--- src/rtl/kumt_pkg.sv ---
`timescale 1ns / 1ps
// ----------------------------------------------------------------------------
// Key usage mask table package
// Shared sizes, control types and the light-bit helper function of the key table.
// ----------------------------------------------------------------------------
package kumt_pkg;

   localparam int CAPACITY = 128;
   localparam int KEY_W    = 32;
   localparam int LIGHT_W  = 5;
   localparam int MASK_W   = 8;
   localparam int SLOT_W   = 7;
   localparam int IDX_W    = (CAPACITY > 1) ? $clog2(CAPACITY) : 1;
   localparam int CNT_W    = $clog2(CAPACITY + 1);

   localparam int REQ_DATA_W = ((KEY_W + LIGHT_W + 7) / 8) * 8;
   localparam int RSP_DATA_W = ((1 + SLOT_W + 7) / 8) * 8;

   localparam logic STATUS_OK   = 1'b0;
   localparam logic STATUS_FULL = 1'b1;

   typedef enum logic [1:0] {
      ST_IDLE,
      ST_MATCH,
      ST_UPDATE
   } state_type;

   typedef struct packed {
      logic [KEY_W-1:0]  key;
      logic [MASK_W-1:0] bit_mask;
      logic              cmp;
      logic              upd;
      logic              ins;
   } cell_ctrl_type;

   function automatic logic [MASK_W-1:0] light_bit(input logic [LIGHT_W-1:0] light);
      logic [MASK_W-1:0] result;
      result = '0;
      if (light < LIGHT_W'(MASK_W)) begin
         result[light[$clog2(MASK_W)-1:0]] = 1'b1;
      end
      return result;
   endfunction

endpackage

--- src/rtl/kumt_encoder.sv ---
`timescale 1ns / 1ps
// ----------------------------------------------------------------------------
// Key table match encoder
// Turns the row of match flags into a hit flag and the index of the hit.
// ----------------------------------------------------------------------------
module kumt_encoder (
   input  logic [kumt_pkg::CAPACITY-1:0] match_vec,
   output logic                          hit,
   output logic [kumt_pkg::IDX_W-1:0]    index
);
   import kumt_pkg::*;

   always_comb begin
      index = '0;
      for (int i = 0; i < CAPACITY; i++) begin
         if (match_vec[i]) begin
            index = index | IDX_W'(i);
         end
      end
   end

   assign hit = |match_vec;

endmodule

--- config.mk ---
export PLATFORM = sky130hd
export DESIGN_NAME = kumt_encoder
export DESIGN_NICKNAME = d
export VERILOG_FILES = /design/src/rtl/kumt_pkg.sv /design/src/rtl/kumt_encoder.sv
export SDC_FILE = /design/constraint.sdc
export NUM_CORES = 1
export LEC_CHECK = 0
export BUFFER_PORTS_ARGS = -buffer_cell sky130_fd_sc_hd__buf_2
export CAP_MARGIN = 40
export CORE_MARGIN = 2
export CORE_UTILIZATION = 28
export DETAILED_ROUTE_END_ITERATION = 16
export GPL_TIMING_DRIVEN = 0
export PLACE_DENSITY = 0.91
export SETUP_SLACK_MARGIN = 0.02
export SYNTH_ARGS = -nofsm -noshare
export SYNTH_HDL_FRONTEND = slang
export SYNTH_SLANG_ARGS = --single-unit
--- constraint.sdc ---
create_clock -name vclk -period 2.96
set_input_delay 0.296 -clock vclk [all_inputs]
set_output_delay 0.296 -clock vclk [all_outputs]
set_load 0.01 [all_outputs]
== Yosys cells after proc, flatten, opt, wreduce, memory -nomap -nowiden ==
Cells that the tools add are included.
W data, S select, Z words.

* Register bits: 0
* Logic and storage cells: 128
* Memory bits (writable): 0
* Bits in read-only memories: 0
* Output and inout bits: 8
* Bits in latches: 0
* Memories: 0

* Bitwise operators: 0
* Shifts and indexed selects: 0
* Equal/unequal tests: 0
* Multiplexer cells: 127
* Divide/modulo/power cells: 0
* $mul: 0
* Reduce and logical (&&, ||, !) cells: 1
* Magnitude comparators: 0
* Add/subtract/negate cells: 0

{| class="wikitable"
|+ Operators with widths
! cell !! count
|-
| $mux W7 || 64
|-
| $mux W6 || 32
|-
| $reduce_or A128 Y1 || 1
|-
| $mux W5 || 16
|-
| $mux W4 || 8
|-
| $mux W3 || 4
|-
| $mux W2 || 2
|-
| $mux W1 || 1
|}

== Depth between registers and ports, before layout ==
Gate-level depths: netlist of the first run.

* Word-level depth: 127
* Depth in mapped cells: 4
* Mapped depth without buffers: 4

== Least setup slack after synthesis of the first run ==
OpenSTA, ideal clock, no wires.

* Path kind: input -> output
* From: input port match_vec[48] (netlist bit)
* To: output port hit
* Path slack: 1.330 ns
* Arrival: 1.334 ns
* Stages: 4
* Data required time: 2.664 ns
* Cell sequence: or4_1 > nand4b_1 > nor4_1 > nand4_1

* Cells in the longest elaborated chain, start to end: 1

{| class="wikitable"
|+ RTL lines
! item !! RTL line !! RTL
|-
| from (decl) || kumt_encoder.sv:7 || <nowiki>input logic [kumt_pkg::CAPACITY-1:0] match_vec,</nowiki>
|-
| $reduce_or A128 Y1 || kumt_encoder.sv:22 || <nowiki>assign hit = |match_vec;</nowiki>
|-
| to (decl) || kumt_encoder.sv:8 || <nowiki>output logic hit,</nowiki>
|}

No other way between the ends.

== Worst setup path in the final report of the first run ==
* From: input port match_vec[59] (netlist bit)
* To: output port index[4] (netlist bit)

* Cells in the longest elaborated chain, start to end: 69

{| class="wikitable"
|+ RTL lines
! item !! RTL line !! RTL
|-
| $mux W6 (5 in a row) || kumt_encoder.sv:16 || <nowiki>if (match_vec[i]) begin</nowiki>
|-
| $mux W7 (64 in a row) || kumt_encoder.sv:16 ||
|-
| to (decl) || kumt_encoder.sv:9 || <nowiki>output logic [kumt_pkg::IDX_W-1:0] index</nowiki>
|}

No other way between the ends.

==> results.json, run 1 <==
{
  "grt_antenna_before_repair": 0,
  "yosysSeqAreaShare": 0,
  "post-cts-setup-buffers": 0,
  "first_pass_iters": 4,
  "grt_pass1_vias": 1528,
  "track_usage": 0.307,
  "post-dp-hpwl_um": 4210,
  "wl_per_cell_um": 15.9,
  "critPathArrivalTime_ps": 1690,
  "holdPathStages": 4,
  "io_pins": 136,
  "critPathLaunchType": "input pin",
  "yosys_warnings": 0,
  "antenna_cells": 0,
  "fp.dieW_um": 53.5,
  "port_buffers": 136,
  "min_from": "match_vec[54]",
  "synth_largest_area_cell": "nor4_1",
  "dieArea_um2": 2870,
  "die_h_um": 53.5,
  "place_congestion": 0.915,
  "ctsHoldBuffers": 0,
  "grt_first_pass_wirelength_um": 6510,
  "drt_drc_violations_left": 0,
  "grt-ovfl-total": 0,
  "layout.cells.non_filler": 282,
  "yosysMostFrequentCell": "nor4_1",
  "crit_type": "input pin to output pin",
  "powerDensity_nw_per_um2": 97.1,
  "nClkBuffers": 0,
  "fmax_ghz": 0.504,
  "grt_max_degree": 4,
  "min_path_type": "input pin to output pin",
  "setup_viol": 0,
  "hold_viol_final": 0,
  "final_nets": 384,
  "setup_tns_ps": 0,
  "maxCapViolCount": 0,
  "drt-total-wl_um": 4480,
  "status": "completed",
  "vias": 1657,
  "crit_required_ps": 2660,
  "layout-drive-gt1-share": 0.547,
  "dp_cells": 282,
  "finalWorstSetupSlack_ps": 974,
  "netlist_instances": 118,
  "ir_drop_mv": 0.0635,
  "fp-row-count": 17,
  "syn_nets": 246,
  "initialDrtViolationCount": 66,
  "rsz0062_at_grt": "false",
  "tightestPinTransition_ps": 530,
  "syn_area_um2": 687,
  "avgSynthCellArea_um2": 5.82,
  "core_area_um2": 2280,
  "min_to": "index[4]",
  "netlist_top_cells_area": "nor4_1, nand4_1, nor3_1",
  "start_util": 0.302,
  "ctsResizeCount": 0,
  "p_leak_nw": 0.587,
  "antenna_left": 0,
  "drv_slew": 0,
  "viasPerCell": 5.88,
  "synth_common_cells": "nor4_1, nand2_1, nand4_1",
  "slew_headroom": 0.643,
  "area_delta_synth_final_pct": 104,
  "critPathMaxFanout": 2,
  "synthDominantCellAreaShare": 0.501,
  "fin_crit_ps": 1990,
  "post-place-ws_ps": 1000,
  "endpoint_kind": "output pin",
  "ys_types": 15,
  "seq_area_um2": 0,
  "seq_cells": 0,
  "fin_crit_sh": 0.671
}
cell families after synthesis:
kind of cell     after synthesis  share of synthesized area
AND/OR/NAND/NOR              118                       1.00
metrics by stage:
stage	cell area [µm²]	total power, W	hold slack (ps)	util
6_report	1400	0.000136	908	0.616
5_1_grt	1400	0.000148	935	0.616
4_1_cts	1400	0.000135	911	0.616
3_5_place_dp	1400	0.000134	909	0.616
3_3_place_gp	1400	0.000132	919	0.616
2_1_floorplan	687	0.0000207	711	-
critical path, cell delays in order:
cell	delay [ps]
buf_2	110
nor4_1	410
nand2_1	140
nor4_1	420
nand4_1	150
buf_2	160
routing by layer:
layer | vias to the layer above | track usage | wire length, µm
li1 | 806 | - | -
met1 | 743 | 0.377 | 1720
met2 | 104 | 0.582 | 2260
met3 | 4 | 0.0278 | 459
met4 | 0 | 0.0513 | 36
met5 | - | 0 | 0
placed cells by master (no fill, tap or decap), drive strengths merged:
cell / n
buf: 136
nor4: 56
nand2: 14
nand4: 12
nor3: 11
nor2: 9
nand3: 6
or4: 3
or3: 2
nand4b: 2
and3: 1
nor4b: 1
and4: 1
worst max-delay path by stage:
stage / from / to / slack, ps / cells past startpoint
after floorplan: match_vec[48] / hit / 1330 / 4
after global placement: match_vec[93] / hit / 950 / 6
after detailed placement: match_vec[59] / index[4] / 1000 / 6
after CTS: match_vec[93] / hit / 1000 / 6
after global routing: match_vec[68] / hit / 720 / 6
final: match_vec[59] / index[4] / 970 / 6
cell type report:
class	count	area (µm²)
multi-input cells	118	687
repair buffers	136	681
well taps	28	35.0
fillers	246	873
power breakdown:
group | switching (W) | internal, W
sequential | 0 | 0
combinational | 0.0000643 | 0.0000719
clock | 0 | 0
total | 0.0000643 | 0.0000719
Note: power is estimated with default switching activity, not from simulation.
==> run 2: changes to the inputs <==
Settings changed: CORE_ASPECT_RATIO from default to 0.5, CORE_UTILIZATION 28 to 26, PLACE_DENSITY 0.91 to 0.85.
Clock period 2.96 ns to 1.9 ns, I/O delays scaled along.
==> results.json, run 2 (synthesis gave the netlist of run 1 again) <==
{
  "drt-total-wl_um": 4760,
  "antenna_cells": 0,
  "die_h_um": 40.3,
  "critPathLaunchType": "input pin",
  "tightestPinTransition_ps": 473,
  "hold_viol_final": 0,
  "grt-ovfl-total": 0,
  "antenna_left": 0,
  "wl_per_cell_um": 16.4,
  "fin_crit_ps": 1860,
  "area_delta_synth_final_pct": 109,
  "slew_headroom": 0.682,
  "ir_drop_mv": 0.0713,
  "crit_slowest_cell": "or4_1",
  "fp.dieW_um": 76.7,
  "dieArea_um2": 3090,
  "viasPerCell": 5.84,
  "fmax_ghz": 0.539,
  "p_leak_nw": 0.588,
  "status": "completed",
  "initialDrtViolationCount": 131,
  "vias": 1700,
  "drv_slew": 0,
  "cp_top_family": "simple AND/OR/NAND/NOR gates",
  "layout-drive-gt1-share": 0.563,
  "port_buffers": 136,
  "post-cts-setup-buffers": 0,
  "layout_commonest_cell": "buf_2",
  "fillers": 262,
  "fin_crit_sh": 0.977,
  "min_path_type": "input pin to output pin",
  "post-dp-hpwl_um": 4290,
  "grt_first_pass_wirelength_um": 6820,
  "critPathMaxStageDelay_ps": 590,
  "multi_input_area_um2": 712,
  "final_nets": 384,
  "fp-row-count": 13,
  "final_cell_mix": "buf_2, nor4_1, nand2_1, nand4_1, nor3_1",
  "seq_cells": 0,
  "track_usage": 0.286,
  "grt_pass1_vias": 1479,
  "core_area_um2": 2550,
  "seq_area_um2": 0,
  "cp_common_cell": "buf_2",
  "place_congestion": 1.01,
  "critPathBufInv": 2,
  "powerDensity_nw_per_um2": 153,
  "grt_max_degree": 4,
  "path_cells": "buf_2, or4_1, nand4b_1, nor4_1, nand4_1, buf_2",
  "setup_tns_ps": 0,
  "first_pass_iters": 4,
  "endpoint_kind": "output pin",
  "rsz0062_at_grt": "false",
  "drt_drc_violations_left": 0,
  "setup_viol": 0,
  "ctsResizeCount": 1,
  "ctsHoldBuffers": 0,
  "grt_antenna_before_repair": 0,
  "start_util": 0.269,
  "crit_type": "input pin to output pin",
  "critPathArrivalTime_ps": 1670,
  "critPathMaxFanout": 2,
  "hold_slack_ps": 701,
  "crit_required_ps": 1710,
  "maxCapViolCount": 0,
  "io_pins": 136,
  "nClkBuffers": 0
}
run 2: cell type report:
class,instances,area share
multi-input combinational,118,0.495
timing repair buffer,136,0.473
tap,37,0.0322
run 2: power breakdown:
part           internal (W)  leakage [nW]  switching (W)  total (W)
logic              0.000113         0.588       0.000107   0.000220
clock network             0             0              0          0
registers                 0             0              0          0
total              0.000113         0.588       0.000107   0.000220
run 2: worst min-delay path, cell delays in order:
cell and delay [ps]:
buf_2 100, nor2_1 50, nand4_1 50, buf_2 120
run 2: final timing paths:
path	start	to	slack (ps)	cells past startpoint
worst max-delay path	match_vec[48]	hit	40	6
worst min-delay path	match_vec[54]	index[4]	700	4
run 2: per-layer routing:
metal  wire [µm]  vias to the layer above  global-route usage
met5           0                        -                   0
met4          10                        0              0.0409
met3         591                        4              0.0450
met2        2330                      105               0.531
met1        1840                      783               0.373
li1            -                      808                   -
run 2: through the flow:
| stage | cell area (µm²) | worst slack, ps | power [W] | std cells | util |
|---|---|---|---|---|---|
| 2_1_floorplan | 687 | 482 | 0.0000322 | 118 | - |
| 3_5_place_dp | 1410 | 16.4 | 0.000210 | 291 | 0.554 |
| 4_1_cts | 1420 | 111 | 0.000211 | 291 | 0.556 |
| 3_3_place_gp | 1410 | 50.7 | 0.000206 | 291 | 0.554 |
| 5_1_grt | 1440 | 18.7 | 0.000237 | 291 | 0.563 |
| 6_report | 1440 | 43.1 | 0.000220 | 291 | 0.563 |
