## src/rtl/kumt_pkg.sv

```systemverilog
`timescale 1ns / 1ps
// ----------------------------------------------------------------------------
// Key usage mask table package
// Shared sizes, control types and the light-bit helper function of the key table.
// ----------------------------------------------------------------------------
package kumt_pkg;

   localparam int CAPACITY = 128;
   localparam int KEY_W    = 32;
   localparam int LIGHT_W  = 5;
   localparam int MASK_W   = 8;
   localparam int SLOT_W   = 7;
   localparam int IDX_W    = (CAPACITY > 1) ? $clog2(CAPACITY) : 1;
   localparam int CNT_W    = $clog2(CAPACITY + 1);

   localparam int REQ_DATA_W = ((KEY_W + LIGHT_W + 7) / 8) * 8;
   localparam int RSP_DATA_W = ((1 + SLOT_W + 7) / 8) * 8;

   localparam logic STATUS_OK   = 1'b0;
   localparam logic STATUS_FULL = 1'b1;

   typedef enum logic [1:0] {
      ST_IDLE,
      ST_MATCH,
      ST_UPDATE
   } state_type;

   typedef struct packed {
      logic [KEY_W-1:0]  key;
      logic [MASK_W-1:0] bit_mask;
      logic              cmp;
      logic              upd;
      logic              ins;
   } cell_ctrl_type;

   function automatic logic [MASK_W-1:0] light_bit(input logic [LIGHT_W-1:0] light);
      logic [MASK_W-1:0] result;
      result = '0;
      if (light < LIGHT_W'(MASK_W)) begin
         result[light[$clog2(MASK_W)-1:0]] = 1'b1;
      end
      return result;
   endfunction

endpackage

```

## src/rtl/kumt_cell.sv

```systemverilog
`timescale 1ns / 1ps
// ----------------------------------------------------------------------------
// Key table cell
// One table entry: stored key, valid flag and usage mask, with its own key
// comparator. The first free cell of the row takes an inserted key.
// ----------------------------------------------------------------------------
module kumt_cell (
   input  logic                   clock,
   input  logic                   reset,
   input  kumt_pkg::cell_ctrl_type ctrl,
   input  logic                   prev_valid,
   output logic                   valid,
   output logic                   match
);
   import kumt_pkg::*;

   logic [KEY_W-1:0]  key_ff;
   logic [KEY_W-1:0]  key_in;
   logic [MASK_W-1:0] mask_ff;
   logic [MASK_W-1:0] mask_in;
   logic              valid_ff;
   logic              valid_in;
   logic              match_ff;
   logic              match_in;
   logic              head;

   assign head = !valid_ff && prev_valid;

   always_comb begin
      key_in   = key_ff;
      mask_in  = mask_ff;
      valid_in = valid_ff;
      match_in = match_ff;
      if (ctrl.cmp) begin
         match_in = valid_ff && (key_ff == ctrl.key);
      end
      if (ctrl.upd && match_ff) begin
         mask_in = mask_ff | ctrl.bit_mask;
      end
      if (ctrl.ins && head) begin
         key_in   = ctrl.key;
         valid_in = 1'b1;
         mask_in  = mask_ff | ctrl.bit_mask;
      end
   end

   always_ff @(posedge clock) begin
      if (reset) begin
         valid_ff <= 1'b0;
         match_ff <= 1'b0;
         mask_ff  <= '0;
      end else begin
         valid_ff <= valid_in;
         match_ff <= match_in;
         mask_ff  <= mask_in;
      end
      key_ff <= key_in;
   end

   assign valid = valid_ff;
   assign match = match_ff;

endmodule

```

## config.mk

```make
export PLATFORM = sky130hd
export DESIGN_NAME = kumt_cell
export DESIGN_NICKNAME = d
export VERILOG_FILES = /design/src/rtl/kumt_pkg.sv /design/src/rtl/kumt_cell.sv
export SDC_FILE = /design/constraint.sdc
export NUM_CORES = 1
export LEC_CHECK = 0
export ABC_CLOCK_PERIOD_IN_PS = 3500
export BUFFER_PORTS_ARGS = -buffer_cell sky130_fd_sc_hd__buf_2
export CORE_ASPECT_RATIO = 0.9
export CORE_MARGIN = 2
export CORE_UTILIZATION = 28
export CTS_CLUSTER_DIAMETER = 40
export DETAILED_ROUTE_END_ITERATION = 16
export PLACE_DENSITY = 0.53
export SYNTH_ARGS = -nofsm -noshare
export SYNTH_HDL_FRONTEND = slang
export SYNTH_SLANG_ARGS = --single-unit
```

## constraint.sdc

```tcl
create_clock -name clock -period 3.5 [get_ports clock]
set_input_delay 1.05 -clock clock [delete_from_list [all_inputs] [get_ports clock]]
set_output_delay 1.05 -clock clock [all_outputs]
set_load 0.05 [all_outputs]
```

### Word level (Yosys, flattened, before mapping)

Index checks and enable logic that the tools add are counted.

| storage, ports and cells | value |
|---|---|
| register bits | 34 |
| input bits | 46 |
| output and inout bits | 2 |
| word-level logic and storage cells | 8 |

| operators by class | value |
|---|---|
| eq/ne operators | 1 |
| reductions and logical operators | 4 |

Operators with widths:

| cell | number |
|---|---|
| equality test 32 bit | 1 |
| logical AND 1 bit | 3 |
| zero test 1 bit | 1 |

### Logic depth before layout (Yosys ltp)

Gate-level depths: netlist of run 1.

| logic depth | value |
|---|---|
| depth in word-level cells | 3 |
| depth in mapped cells | 5 |
| gate-level depth less buffers | 5 |

### Worst setup path before layout of run 1

Ideal clock, no wire load.

| timing path | value |
|---|---|
| path type | input to register |
| start | input ctrl[0] (netlist name) |
| end | register key_ff[0], enable pin |
| library setup time | 422 ps |
| arrival | 2459 ps |
| required time | 3078 ps |
| path slack | 619 ps |
| stages | 2 |
| buffers on the path | 0 |
| cell sequence | nand2_1 nor2_1 |

| between the ends | value |
|---|---|
| cells in the longest elaborated chain, start to end | 1 |

Ends and longest elaborated chain:

| what | line | text |
|---|---|---|
| start, declared | kumt_cell.sv:10 | `input kumt_pkg::cell_ctrl_type ctrl,` |
| logical AND 1 bit | kumt_cell.sv:40 | `if (ctrl.ins && head) begin` |
| end signal, assigned | kumt_cell.sv:57 | `key_ff <= key_in;` |
| end, declared | kumt_cell.sv:17 | `logic [KEY_W-1:0] key_ff;` |

Every way passes these cells.
A chain may end at the register's enable or synchronous reset.

### Worst setup path after layout of run 1

| timing path | value |
|---|---|
| start | register valid_ff (netlist: valid) |
| end | output valid |

RTL lines:

| what | line | text |
|---|---|---|
| start, declared | kumt_cell.sv:21 | `logic valid_ff;` |
| start signal, assigned | kumt_cell.sv:53 | `valid_ff <= valid_in;` |
| end, declared | kumt_cell.sv:12 | `output logic valid,` |

No word-level cell between the ends.

==> impl_metrics.py, run 1 <==
metrics = {
    "global_route": {
        "grt_pass1_wl_mm": 3.93,
        "grt_pass1_vias": 869,
        "grt_start_max_net_pins": 17,
        "grt-ovfl-total": 0,
        "antenna_found_initial": 0,
        "track_usage_pct": 9.70,
    },
    "power_and_ir_drop": {
        "p_int_mw": 0.640,
        "p_leak_nw": 0.623,
        "clock_power_share_pct": 33.1,
        "switching_share_pct": 21.8,
        "power_frac_seq_pct": 57.8,
        "pwr-share-comb_pct": 9.1,
        "peakVddDrop_mv": 0.245,
        "netSwitchingPower_mw": 0.178,
        "powerDensity_nw_per_um2": 467,
        "power_mw": 0.818,
    },
    "sta": {
        "drv_slew": 0,
        "min_period_ns": 2.02,
        "finalCritPeriodShare_pct": 57.6,
        "timing.final.ws_setup_ns": 1.48,
        "setup_tns_ns": 0,
        "hold_viol": 0,
        "fin_skew_ns": 0.00231,
        "setup_violations": 0,
        "rsz0062_at_grt": "no",
        "max_freq_mhz": 496,
        "slew-limit-headroom_pct": 73.7,
        "worstMarginPinSlew_ns": 0.390,
    },
    "layout": {
        "fillers": 488,
        "final_cell_area_um2": 1750,
        "post_layout_nonfiller_instances": 198,
        "fin_nets": 178,
        "drive_gt1_share_pct": 35.3,
        "area_delta_synth_final_pct": 26.8,
        "n_antenna_cell": 0,
    },
    "drt": {
        "wl_mm": 2.44,
        "postRouteAntennaNets": 0,
        "viasPerCell": 4.10,
        "drt_iter0_drc": 25,
        "post_drt_wl_per_cell_um": 12.3,
        "drc_errors": 0,
        "drt-pass1-iter-count": 2,
        "vias": 812,
    },
    "clock_network": {
        "cts_max_path_buffers": 2,
        "path_clk_slew_ns": 0.06,
        "cts_tree": "built",
        "insertion_delay_ns": 0.28,
        "hold_buffers": 0,
        "numCtsBuffers": 5,
        "htree_levels": 2,
        "cts_sinks": 34,
        "cts_setup_buffers": 0,
        "post_cts_resize_count": 0,
        "clockRootBuffer": "clkbuf_8",
    },
    "critical_path": {
        "crit_arrival_ns": 0.97,
        "path_delay_family": "flip-flops",
        "critPathSlowestCell": "dfxtp_1",
        "critPathMaxStageDelay_ns": 0.40,
        "cp.required_ns": 2.45,
        "path_buf_inv": 1,
        "cp_max_fo": 4,
        "worst_setup_path_start_kind": "register",
        "path_class": "register to output port",
        "cp_cell_sequence": "buf_2",
        "end_kind": "output port",
    },
    "floorplanning": {
        "core-area_um2": 4800,
        "die_area_um2": 5510,
        "die_h_um": 70.6,
        "rows": 24,
        "start_util_pct": 28.8,
        "pin_count": 48,
        "die_w_um": 78.0,
    },
    "synth": {
        "ys_seq_elements": 34,
        "postSynthCellCount": 85,
        "synth_cell_types": 11,
        "synth.avg_cell_area_um2": 16.3,
        "ys_seq_area_share_pct": 72.5,
        "synth_fp_nets": 131,
        "yosysWarnings": 0,
        "synth_area_um2": 1380,
    },
    "place": {
        "dp.cells": 190,
        "place.detailed.hpwl_mm": 1.86,
        "place_ws_ns": 1.26,
        "gp_congestion": 0.781,
        "place_area_um2": 1670,
        "port-buffer-count": 38,
    },
    "min_path": {
        "hold_class": "register to register",
    },
    "run": {
        "cap_violations": 0,
    },
    "status": {
        "status": "complete, no violations",
    },
}
[synth_stat cells (all sizes together)]
cell    count  area [um^2]
xor2        9         78.8
nor4        4         25.0
nand4       6         37.5
dfxtp       2         40.0
edfxtp     32          961
nand3       1         5.00
a21oi       1         5.00
xnor2      23          201
nand2       3         11.3
nor2        3         11.3
o21ai       1         5.00
[registers in the layout, indices dropped and copies added, names as in the netlist]
signal	cells
match	1
valid	1
key_ff	32
[tightest hold or removal path: cells and delay by family (launching register included)]
family / cells / cell delay [ns]
and+or+nand+nor: 1 / 0.05
DFF: 1 / 0.31
AOI/OAI and AO/OA: 1 / 0.05
[final timing paths]
kind / from / endpoint / slack [ns] / cells past startpoint
hold reg to reg: match / match / 0.45 / 2
setup / recovery: valid / valid / 1.48 / 1
setup reg to reg: key_ff[20] / match / 2.05 / 5
hold / removal: match / match / 0.45 / 2
[stage by stage]
step,hold slack [ns],utilization [%]
2_1_floorplan,0.534,-
5_1_grt,0.476,36.5
3_3_place_gp,0.450,34.8
3_5_place_dp,0.446,34.8
6_report,0.455,36.5
4_1_cts,0.457,36.5
[final cells by class]
type	instances	area, um^2	area share [%]
tap	65	81.3	4.64
clock inverter	2	8.76	0.500
timing repair buffer	40	205	11.7
clock buffer	6	72.6	4.14
sequential	34	1000	57.1
multi-input combinational	51	383	21.9
[metal layers]
layer  vias up  global-route usage [%]  share of wire, %
li1        404                       -                 -
met2        23                    14.8                46
met4         0                    4.68               2.0
met3         6                    5.48               8.3
met1       379                    11.1                43
met5         -                       0                 0
[cells in the final DEF, fill, tap and decap left out]
| cell type | Yosys | final |
|---|---|---|
| xnor2_1 | 23 | 23 |
| o21ai_1 | 1 | 1 |
| nor2_2 | 0 | 1 |
| buf_2 | 0 | 38 |
| nand2_1 | 3 | 3 |
| clkinv_2 | 0 | 1 |
| clkbuf_8 | 0 | 5 |
| clkbuf_1 | 0 | 1 |
| nand3_1 | 1 | 1 |
| a21oi_1 | 1 | 1 |
| buf_4 | 0 | 2 |
| nor2_1 | 3 | 2 |
| nand4_1 | 6 | 6 |
| clkinv_1 | 0 | 1 |
| dfxtp_1 | 2 | 2 |
| xor2_1 | 9 | 9 |
| edfxtp_1 | 32 | 32 |
| nor4_1 | 4 | 4 |
[power by group through the flow]
| stage | sequential [mW] | combinational, mW | clock [mW] |
|---|---|---|---|
| floorplan | 0.483 | 0.0351 | 0 |
| global placement | 0.481 | 0.0734 | 0 |
| detailed placement | 0.482 | 0.0758 | 0 |
| CTS | 0.473 | 0.0762 | 0.283 |
| global route | 0.474 | 0.0828 | 0.297 |
| finish | 0.473 | 0.0745 | 0.270 |
[logic make-up after synthesis]
kind of cell / synth area share, %
AND/OR/NAND/NOR: 6.52
AO/OA/AOI/OAI: 0.724
XOR/XNOR: 20.3
flip-flops: 72.5
(Power assumes the default switching activity.)
==> run 2, diff against run 1 <==
ABC_AREA = 1   (was unset)
ABC_CLOCK_PERIOD_IN_PS = 2100   (was 3500)
PLACE_DENSITY = 0.52   (was 0.53)
clock period = 2.1 ns   (was 3.5 ns; I/O delays follow)
==> run 2 against run 1 <==
Clock power increased by 67%. Final cell count grew 42%. Clock skew is 0.0047 ns higher. Register-to-register slack lost 1.2 ns. Power up 69%. Combinational power up 88%. Critical path type unchanged. Critical endpoint unchanged. Largest power group unchanged.
==> impl_metrics.py, run 2 <==
metrics = {
    "layout": {
        "area_delta_synth_final_pct": 23.5,
        "final_cell_area_um2": 1950,
        "multi_input_area_um2": 447,
        "regMostFlops": "key_ff",
        "seq_area_um2": 1000,
        "fin_nets": 259,
        "fillers": 570,
        "largest_register_ffs": 32,
        "final_common_cell": "nand2_1",
        "n_antenna_cell": 0,
        "drive_gt1_share_pct": 22.0,
        "layout_common_cells": "nand2_1, buf_2, inv_1, edfxtp_1, nor2_1",
    },
    "floorplanning": {
        "die_area_um2": 6260,
        "core-area_um2": 5350,
        "rows": 25,
        "die_w_um": 83.2,
        "pin_count": 48,
        "die_h_um": 75.3,
        "start_util_pct": 29.5,
    },
    "power_and_ir_drop": {
        "power_mw": 1.38,
        "powerDensity_nw_per_um2": 707,
        "pwr-share-comb_pct": 10.1,
        "power_frac_seq_pct": 57.2,
        "p_int_mw": 1.07,
        "netSwitchingPower_mw": 0.305,
        "p_leak_nw": 0.905,
        "peakVddDrop_mv": 0.345,
        "clock_power_share_pct": 32.6,
        "switching_share_pct": 22.1,
    },
    "synth": {
        "synth_top_area_share_pct": 60.8,
        "synthTopCellsByCount": "nand2_1, inv_1, edfxtp_1, nor2_1, xnor2_1",
        "ys_seq_elements": 34,
        "synth_cell_types": 12,
        "synth_fp_nets": 212,
        "synth_area_um2": 1580,
        "synth.avg_cell_area_um2": 9.52,
        "yosysWarnings": 0,
        "synth_top_area_cell": "edfxtp_1",
        "synth_area_leaders": "edfxtp_1, nand2_1, inv_1",
        "ys_seq_area_share_pct": 63.3,
        "postSynthCellCount": 166,
        "synth-edff-count": 32,
        "synth.most_common_cell": "nand2_1",
        "synth_ff_type": "edfxtp_1",
        "synth-async-reset-ratio_pct": 0,
    },
    "drt": {
        "drt-pass1-iter-count": 4,
        "wl_mm": 2.79,
        "viasPerCell": 3.91,
        "drc_errors": 0,
        "vias": 1098,
        "drt_iter0_drc": 41,
        "postRouteAntennaNets": 0,
        "post_drt_wl_per_cell_um": 9.92,
    },
    "place": {
        "place_area_um2": 1870,
        "gp_congestion": 0.696,
        "place.detailed.hpwl_mm": 2.14,
        "port-buffer-count": 38,
    },
    "min_path": {
        "min_from": "match",
        "min_path_cells": 2,
        "worstHoldEndpoint": "match",
        "hold_class": "register to register",
    },
    "global_route": {
        "antenna_found_initial": 0,
        "track_usage_pct": 9.84,
        "grt_pass1_vias": 1076,
        "grt_pass1_wl_mm": 4.66,
        "grt-ovfl-total": 0,
        "grt_start_max_net_pins": 26,
    },
    "sta": {
        "setup_violations": 0,
        "holdWs_ns": 0.477,
        "fin_skew_ns": 0.00698,
        "rsz0062_at_grt": "no",
        "hold_viol": 0,
        "slew-limit-headroom_pct": 78.1,
        "min_period_ns": 1.58,
        "finalCritPeriodShare_pct": 75.5,
        "drv_slew": 0,
        "max_freq_mhz": 631,
        "worstMarginPinSlew_ns": 0.328,
        "setup_tns_ns": 0,
    },
    "clock_network": {
        "numCtsBuffers": 5,
        "post_cts_resize_count": 0,
        "insertion_delay_ns": 0.27,
        "cts_max_path_buffers": 2,
        "cts_setup_buffers": 0,
        "cts_tree": "built",
        "hold_buffers": 0,
        "htree_levels": 2,
        "cts_sinks": 34,
        "path_clk_slew_ns": 0.06,
        "clockRootBuffer": "clkbuf_8",
    },
    "critical_path": {
        "path_buf_inv": 1,
        "crit_arrival_ns": 0.95,
        "path_delay_family": "flip-flops",
        "cp_max_fo": 4,
        "path_class": "register to output port",
        "worst_setup_path_start_kind": "register",
        "ff2ff_setup_slack_ns": 0.89,
        "critPathMaxStageDelay_ns": 0.39,
        "rr_worst_depth": 7,
        "cp_cell_sequence": "buf_2",
        "cp.required_ns": 1.47,
        "critPathSlowestCell": "dfxtp_1",
        "r2r-end": "match",
        "end_kind": "output port",
        "rr_startpoint": "key_ff[20]",
    },
    "status": {
        "status": "complete, no violations",
    },
    "run": {
        "cap_violations": 0,
    },
}
[run 2: changes by cell type after synthesis, sizes merged]
cell / delta
nor2: +18
nor4: -4
o22ai: +1
inv: +36
nand3: +1
nand2: +50
xor2: -7
xnor2: -13
nand4: -1
[run 2: stage by stage]
stage | utilization (%) | worst slack (ns) | instances
3_3_place_gp | 35.0 | 0.511 | 273
5_1_grt | 36.5 | 0.463 | 281
2_1_floorplan | - | 0.161 | 166
3_5_place_dp | 35.0 | 0.505 | 273
6_report | 36.5 | 0.515 | 281
4_1_cts | 36.5 | 0.495 | 281
[run 2: how the worst max path moves through the flow]
| stage | end | from | slack [ns] | depth (start not counted) |
|---|---|---|---|---|
| 2_1_floorplan | key_ff[0] | ctrl[0] | 0.16 | 2 |
| 3_3_place_gp | match | ctrl[27] | 0.51 | 8 |
| 3_5_place_dp | match | ctrl[29] | 0.51 | 8 |
| 4_1_cts | valid | valid | 0.49 | 1 |
| 5_1_grt | valid | valid | 0.46 | 1 |
| 6_report | valid | valid | 0.52 | 1 |
[run 2: logic make-up (layout without fill, tap and decap cells)]
group / count (synthesis) / after routing / synth area share, %
AO/OA/AOI/OAI: 3 / 3 / 1.27
XOR/XNOR: 12 / 12 / 6.65
buffers and inverters: 36 / 84 / 8.55
flip-flops: 34 / 34 / 63.3
AND/OR/NAND/NOR: 81 / 81 / 20.2
[run 2: area by class of cell]
class                   count  area share, %
flip-flops and latches     34           51.3
multi-input cells          96           22.9
repair buffers             40           10.5
inverters                  36           6.92
well taps                  67           4.29
clock buffers               8           4.10
[run 2: worst reg2reg max path, cell delays in order, from the launching register on]
cell	delay (ns)
edfxtp_1	0.39
xnor2_1	0.14
nand2_1	0.06
nor2_1	0.14
nand2_1	0.09
nor2_1	0.13
nand2_1	0.09
a21oi_2	0.11
[run 2: routing by layer]
metal,vias up,part of all wire [%],GRT usage (%)
met2,24,43,15.7
li1,607,-,-
met5,-,0,0
met3,2,5.4,3.62
met4,0,0.90,4.37
met1,465,50,12.2
[run 2: power by group through the flow]
stage	combinational, mW	clock, mW	sequential (mW)
2_1_floorplan	0.0720	0	0.807
5_1_grt	0.162	0.503	0.793
6_report	0.140	0.450	0.790
3_5_place_dp	0.144	0	0.805
4_1_cts	0.144	0.477	0.790
3_3_place_gp	0.141	0	0.803
==> run 3, diff against run 2 <==
ABC_CLOCK_PERIOD_IN_PS = 1400   (was 2100)
PLACE_DENSITY = 0.53   (was 0.52)
clock period = 1.4 ns   (was 2.1 ns; I/O delays follow)
==> run 3 against run 2 <==
Combinational power up 54%. Sequential share of layout area down 0.49 points. Global-route usage shrank 0.34 points. Worst setup slack worse by 0.46 ns. Non-clock buffer count is the same. Clock power increased by 52%. Power rose by 51%. Routed wire length fell by 3.9%. Clock skew barely moved.
==> impl_metrics.py, run 3 (synthesized netlist as in run 2, its figures left out) <==
metrics = {
    "status": {
        "status": "complete, no violations",
    },
    "critical_path": {
        "rr_startpoint": "key_ff[25]",
        "cp-startpoint": "valid",
        "ff2ff_setup_slack_ns": 0.21,
        "crit_path_end": "valid",
        "path_buf_inv": 1,
        "r2r-end": "match",
        "worst_setup_path_start_kind": "register",
        "cp.required_ns": 0.98,
        "critPathMaxStageDelay_ns": 0.37,
        "cp_max_fo": 4,
        "rr_worst_depth": 9,
        "crit_arrival_ns": 0.92,
        "path_delay_family": "flip-flops",
        "cp_cell_sequence": "buf_2",
        "path_class": "register to output port",
        "cp.depth": 1,
        "critPathSlowestCell": "dfxtp_2",
        "end_kind": "output port",
    },
    "layout": {
        "seq_area_um2": 1000,
        "regMostFlops": "key_ff",
        "multi_input_area_um2": 454,
        "drive_gt1_share_pct": 22.9,
        "final_common_cell": "nand2_1",
        "n_antenna_cell": 0,
        "post_layout_nonfiller_instances": 281,
        "fillers": 540,
        "largest_register_ffs": 32,
        "utilization_pct": 36.9,
        "layout_common_cells": "nand2_1, buf_2, inv_1, edfxtp_1, nor2_1",
        "area_delta_synth_final_pct": 24.9,
        "fin_nets": 259,
        "final_cell_area_um2": 1970,
    },
    "clock_network": {
        "hold_buffers": 0,
        "cts_max_path_buffers": 2,
        "insertion_delay_ns": 0.28,
        "cts_sinks": 34,
        "cts_setup_buffers": 0,
        "path_clk_slew_ns": 0.06,
        "post_cts_resize_count": 0,
        "numCtsBuffers": 5,
        "clockRootBuffer": "clkbuf_8",
        "cts_tree": "built",
        "htree_levels": 2,
    },
    "floorplanning": {
        "die_area_um2": 6260,
        "die_w_um": 83.2,
        "rows": 25,
        "die_h_um": 75.3,
        "core-area_um2": 5350,
        "start_util_pct": 29.5,
        "pin_count": 48,
    },
    "drt": {
        "wl_met1_mm": 1.26,
        "wl_met3_um": 187,
        "wl_mm": 2.68,
        "post_drt_wl_per_cell_um": 9.53,
        "wl_met2_mm": 1.19,
        "drc_errors": 0,
        "top_layer": "met4",
        "drt-pass1-iter-count": 4,
        "vias": 1102,
        "viasPerCell": 3.92,
        "postRouteAntennaNets": 0,
        "drt_iter0_drc": 27,
    },
    "place": {
        "dp.cells": 273,
        "gp_congestion": 0.703,
        "port-buffer-count": 38,
        "place.detailed.hpwl_mm": 2.04,
        "place_area_um2": 1890,
    },
    "sta": {
        "finalCritPeriodShare_pct": 96.1,
        "setup_tns_ns": 0,
        "min_period_ns": 1.34,
        "slew-limit-headroom_pct": 83.6,
        "hold_viol": 0,
        "holdWs_ns": 0.308,
        "max_freq_mhz": 744,
        "rsz0062_at_grt": "no",
        "drv_slew": 0,
        "fin_skew_ns": 0.00665,
        "setup_violations": 0,
        "worstMarginPinSlew_ns": 0.248,
    },
    "global_route": {
        "grt_start_max_net_pins": 27,
        "track_usage_pct": 9.51,
        "grt-ovfl-total": 0,
        "antenna_found_initial": 0,
        "grt_pass1_vias": 1070,
        "grt_pass1_wl_mm": 4.55,
    },
    "run": {
        "cap_violations": 0,
    },
    "min_path": {
        "hold_class": "primary input to register",
    },
    "power_and_ir_drop": {
        "p_leak_nw": 0.909,
        "powerDensity_nw_per_um2": 1060,
        "peakVddDrop_mv": 0.406,
    },
}
==> run 3: cell types whose count changed in the layout (fill, tap and decap cells not counted), sizes merged <==
cell    previous run  this run
clkinv             0         1
clkbuf             8         7
==> run 3: worst register-to-register path, cell delays in order (launching register included) <==
cell	delay [ns]
edfxtp_1	0.38
nand2_1	0.09
nand2_1	0.05
nor2_1	0.09
nand2_1	0.08
nor2_1	0.09
nand2_1	0.06
nor2_1	0.09
nand2_1	0.08
a21oi_2	0.11
==> run 3: where the power goes <==
group / internal, mW / switching (mW)
sequential: 1.17 / 0.0191
combinational: 0.0994 / 0.116
clock: 0.346 / 0.337
total: 1.61 / 0.472
==> run 3: cell type report <==
type / instances / area share (%)
clock inverters: 1 / 0.190
clock buffers: 7 / 3.87
inverters: 36 / 6.85
repair buffers: 40 / 11.0
multi-input cells: 96 / 23.0
well taps: 67 / 4.25
flip-flops and latches: 34 / 50.8
==> run 3: per-layer routing <==
metal  up-vias  GRT usage, %
met5         -             0
met4         0          4.37
met3         4          3.95
met2        26          15.6
met1       469          11.1
li1        603             -
==> run 3: how the worst min path moves through the flow <==
stage                     startpoint    end  cells past startpoint
final                          reset  valid                      2
after global routing           reset  match                      2
after CTS                      reset  valid                      2
after detailed placement       match  match                      2
after global placement         match  match                      2
after floorplan                reset  match                      1
==> run 3: through the flow <==
step | setup WS, ns | power (mW)
global route | 0.00655 | 2.20
global placement | 0.0346 | 1.42
finish | 0.0551 | 2.08
floorplan | 0.0144 | 1.32
CTS | 0.0331 | 2.14
detailed placement | 0.0330 | 1.43
